### config.mk
export PLATFORM = sky130hd
export DESIGN_NAME = lzf_ctrl
export DESIGN_NICKNAME = d
export VERILOG_FILES = /design/src/rtl/lzf_pkg.sv /design/src/rtl/lzf_ctrl.sv
export SDC_FILE = /design/constraint.sdc
export NUM_CORES = 1
export LEC_CHECK = 0
export BUFFER_PORTS_ARGS = -buffer_cell sky130_fd_sc_hd__buf_2
export CORE_AREA = 2 2 39 41
export CTS_CLUSTER_SIZE = 12
export DETAILED_ROUTE_END_ITERATION = 8
export DIE_AREA = 0 0 41 43
export HOLD_SLACK_MARGIN = 0.06
export MAX_ROUTING_LAYER = met4
export PLACE_DENSITY = 0.47
export SLEW_MARGIN = 25
export SYNTH_ARGS = -nofsm -noshare
export SYNTH_HDL_FRONTEND = slang
export SYNTH_SLANG_ARGS = --single-unit
### constraint.sdc
create_clock -name clock -period 3.35 [get_ports clock]
set_input_delay 0.5025 -clock clock [delete_from_list [all_inputs] [get_ports clock]]
set_output_delay 0.5025 -clock clock [all_outputs]
set_load 0.02 [all_outputs]
### src/rtl/lzf_pkg.sv
// LZF block decompressor package: widths, phase codes and the
// controller/datapath command and status structs. No dependencies.
package lzf_pkg;
   localparam int HISTORY_DEPTH = 8192;
   localparam int HIST_AW = $clog2(HISTORY_DEPTH);
   localparam logic [20:0] LIMIT_MAX = 21'd1048576;
   localparam logic [20:0] LIMIT_RESET = 21'd262144;

   typedef enum logic [1:0] {
      PH_CTRL = 2'd0,
      PH_LIT = 2'd1,
      PH_EXT = 2'd2,
      PH_LOW = 2'd3
   } phase_type;

   typedef enum logic [3:0] {
      ST_IDLE = 4'b0001,
      ST_COPY = 4'b0010,
      ST_EMIT = 4'b0100,
      ST_WAIT = 4'b1000
   } state_type;

   // controller to datapath
   typedef struct packed {
      logic       take;     // latch the accepted item into the parser
      logic       put;      // append one byte to the group / history
      logic       put_copy; // byte comes from history, else the literal
      logic       emit;     // move the group into the output register
   } cmd_type;

   // datapath to controller
   typedef struct packed {
      logic       copy_start; // accepted item opens a copy
      logic       lit_put;    // accepted item is one literal
      logic       copy_more;  // copy bytes remain after the next put
      logic       copy_pend;  // copy bytes remain to be put
      logic       grp_full;   // group holds eight bytes after the next put
      logic       need_rsp;   // item produces at least one result
      logic       out_busy;   // output register holds a result that is not taken
   } sts_type;
endpackage

### src/rtl/lzf_ctrl.sv
// LZF controller: sequences accept, copy and group emission.
// Depends on lzf_pkg.
module lzf_ctrl import lzf_pkg::*; (
   input  logic    clock,
   input  logic    reset,
   input  logic    req_valid,
   output logic    req_ready,
   input  sts_type sts,
   output cmd_type cmd
);
   state_type state_ff, state_in;

   assign req_ready = (state_ff == ST_IDLE) && !sts.out_busy;

   always_comb begin
      state_in = state_ff;
      cmd = '0;
      unique case (state_ff)
         ST_IDLE: begin
            if (req_valid && req_ready) begin
               cmd.take = 1'b1;
               if (sts.copy_start) begin
                  state_in = ST_COPY;
               end else begin
                  cmd.put = sts.lit_put;
                  if (sts.need_rsp) begin
                     cmd.emit = 1'b1;
                  end
               end
            end
         end
         ST_COPY: begin
            cmd.put = 1'b1;
            cmd.put_copy = 1'b1;
            if (!sts.copy_more || sts.grp_full) begin
               state_in = ST_EMIT;
            end
         end
         ST_EMIT: begin
            // wait for the output register, then hand over the group
            if (!sts.out_busy) begin
               cmd.emit = 1'b1;
               state_in = sts.copy_pend ? ST_COPY : ST_WAIT;
            end
         end
         ST_WAIT: begin
            state_in = ST_IDLE;
         end
         default: state_in = ST_IDLE;
      endcase
   end

   always_ff @(posedge clock) begin
      if (reset) begin
         state_ff <= ST_IDLE;
      end else begin
         state_ff <= state_in;
      end
   end

   a_onehot: assert property (@(posedge clock) disable iff (reset) $onehot(state_ff))
      else $error("state not one-hot");
   a_no_take_busy: assert property (@(posedge clock) disable iff (reset)
      cmd.take |-> state_ff == ST_IDLE) else $error("take outside idle");
   a_emit_free: assert property (@(posedge clock) disable iff (reset)
      cmd.emit |-> !sts.out_busy) else $error("emit over busy output");
endmodule

==> metrics.txt <==
status finished, final reports clean; Pwr Density 333 nW/um^2; worst path required time 2.85 ns; DR vias 323; simple-gate share of the synthesized area 47.6%; pin count of the biggest net entering global routing 8; flops & latches, synth 4; Vias/cell 4.75; dpl hpwl 592 um; Netlist Area Pre-Place 287 sq um; top post-synthesis cells by area dfxtp_1 28%, nor2_1 6.6%, nor3b_4 6.6%; Max Buffers Root-to-Sink 2; Lkg Pwr 0.186 nW; RD Place Congestion 0.756; Post-CTS Resized 0; max-cap violation count 0; max_slew headroom 78.2%; CP max FO 5; TritonCTS buffer count 3; CTS tree built; CP max stage delay 0.35 ns; Register Area 80.1 sq um; Pre-antenna DRT Iters 3; All-Layer GR Usage 8.84%; Most flops, register state_ff; Slew @ Worst Pin 0.324 ns; Mapped Cells 35; critical-path cell list nand2b_4 > nor3_1 > and2_1 > a31o_2 > buf_2; Synth Net Count 45; Cell variety after synth 22; largest family of logic cells by synthesized area simple AND/OR/NAND/NOR gates; min cycle time layout 1.98 ns; Die W 41 um; area share of the largest cell type after synthesis 27.9%; class of the worst hold path in -> reg; hold slack final 0.468 ns; number of H-tree levels 1; fin util 28.8%; Clock transition at path regs 0.04 ns; Compound-Gate Fraction of Synth Area 21.8%; Setup Buffers After CTS 0; WS Path Type reg -> out; share of cells above drive strength 1 44.2%; core box area 1380 sq um; Nets 64; crit path buf inv count 1; number of port buffers 14; Worst Setup Start Kind register; crit path DAT 1.48 ns; average routed wire per standard cell 10.3 um; FP Rows 14; Top Family by Delay on Critical Path simple AND/OR/NAND/NOR gates; hold_buf cts 0; Post-Synth XOR/XNOR Area 0%; Max stage delay cell, worst path dfxtp_1; Initial DRC Count 5; footprint of the multi-input gates 199 sq um; Final Cycle Share 59.0%; IR drop worst, VDD 0.000152 V; Die ar. 1760 sq um; n_diodes 0; achievable frequency 0.506 GHz; post-synthesis mux area share 0%; initial antenna violation count 0; IO Count 15; max FFs per register 4; clk sinks 4; Syn Area/Cell 8.19 sq um; setup tns final 0 ns; final slew viol count 0; filler cell count 157; GRT overflow 0; adder-cell share of the synthesized area 0%; Worst-Skew Late Latency 0.23 ns; final hold vios 0; sequential-to-total area share from yosys stat 27.9%; Synth Warn # 0; first-pass GRT wire length 1030 um; final setup fails 0; vias in the first global route 276; DRC viols 0; Initial Util 20.7%; post-route ant nets 0; RSZ-0062 raised after global routing no; Total Wirelength 703 um; area leader, netlist dfxtp_1; largest registers state_ff x4; Clock Skew 0.000253 ns; Die H 43 um; CP Capture Type primary output; synth-to-layout area growth 39.3%; Clk Tree Root Cell clkbuf_4
[logic make-up after synthesis]
| group | count (synthesis) |
|---|---|
| buf+inv | 2 |
| flops | 4 |
| compound gates | 9 |
| simple gates | 20 |
[power breakdown]
group | internal [mW] | leakage [nW] | total, mW | switching [mW]
sequential | 0.0491 | 0.0324 | 0.0509 | 0.00179
clock | 0.0399 | 0.0138 | 0.0570 | 0.0171
combinational | 0.0117 | 0.140 | 0.0251 | 0.0133
[layout make-up]
class,count,area share (%)
Multi-Input combinational cell,29,49.8
Sequential cell,4,20.1
Timing Repair Buffer,14,17.6
Clock buffer,3,5.64
Tap cell,16,5.02
Inverter,2,1.88
[cells in the mapped netlist (all sizes together)]
master	instances
o21ai	2
a31o	1
nand2	3
nor2b	2
a32oi	1
nor3	2
nor3b	2
and2	1
nor2	5
a21oi	2
dfxtp	4
and3	1
nor4	1
o311ai	1
nand2b	2
a22oi	1
inv	2
a41oi	1
and4b	1
[worst register-to-register path, cell delays in order, from the launching register on]
cell and delay, ns:
dfxtp_1 0.41, nor2b_2 0.19, nor3b_4 0.26, a32oi_1 0.16
nor3b_2 0.19
[worst paths after layout]
check             cells past startpoint  slack, ns                  endpoint                      from
setup / recovery                      5       1.37                    cmd[2]  state_ff[2]$_SDFFE_PP0P_
hold / removal                        2       0.47  state_ff[2]$_SDFFE_PP0P_                     reset
setup reg to reg                      4       2.07  state_ff[1]$_SDFFE_PP0P_  state_ff[1]$_SDFFE_PP0P_
hold reg to reg                       2       0.62  state_ff[0]$_SDFFE_PP1P_  state_ff[2]$_SDFFE_PP0P_
[metal layers]
metal	global-route usage, %	part of all wire [%]	vias up
li1	-	-	168
met1	9.94	46	143
met5	-	0	-
met3	4.71	7.0	0
met2	13.4	47	12
met4	2.00	0	0
[per-stage QoR]
| step | total power, mW | setup WS [ns] | std cells | cell area, sq um |
|---|---|---|---|---|
| detailed placement | 0.0770 | 1.56 | 65 | 377 |
| global placement | 0.0771 | 1.57 | 65 | 377 |
| floorplan | 0.0656 | 1.61 | 35 | 287 |
| CTS | 0.137 | 1.34 | 68 | 399 |
| finish | 0.133 | 1.37 | 68 | 399 |
| global route | 0.143 | 1.19 | 68 | 399 |
[layout by cell type, fill, tap and decap left out]
cell	n
nor3b_4	1
inv_1	2
a22oi_1	1
a21oi_1	2
a32oi_1	1
nor4_1	1
dfxtp_1	4
nor3_1	2
o21ai_0	2
and4b_2	1
buf_2	14
nor2_1	5
nor2b_2	1
nand2b_1	1
a31o_2	1
a41oi_1	1
o311ai_0	1
nor2b_1	1
and2_1	1
and3_1	1
clkbuf_4	3
nand2_1	3
nor3b_2	1
nand2b_4	1
Power figures use the tool's default switching activity.
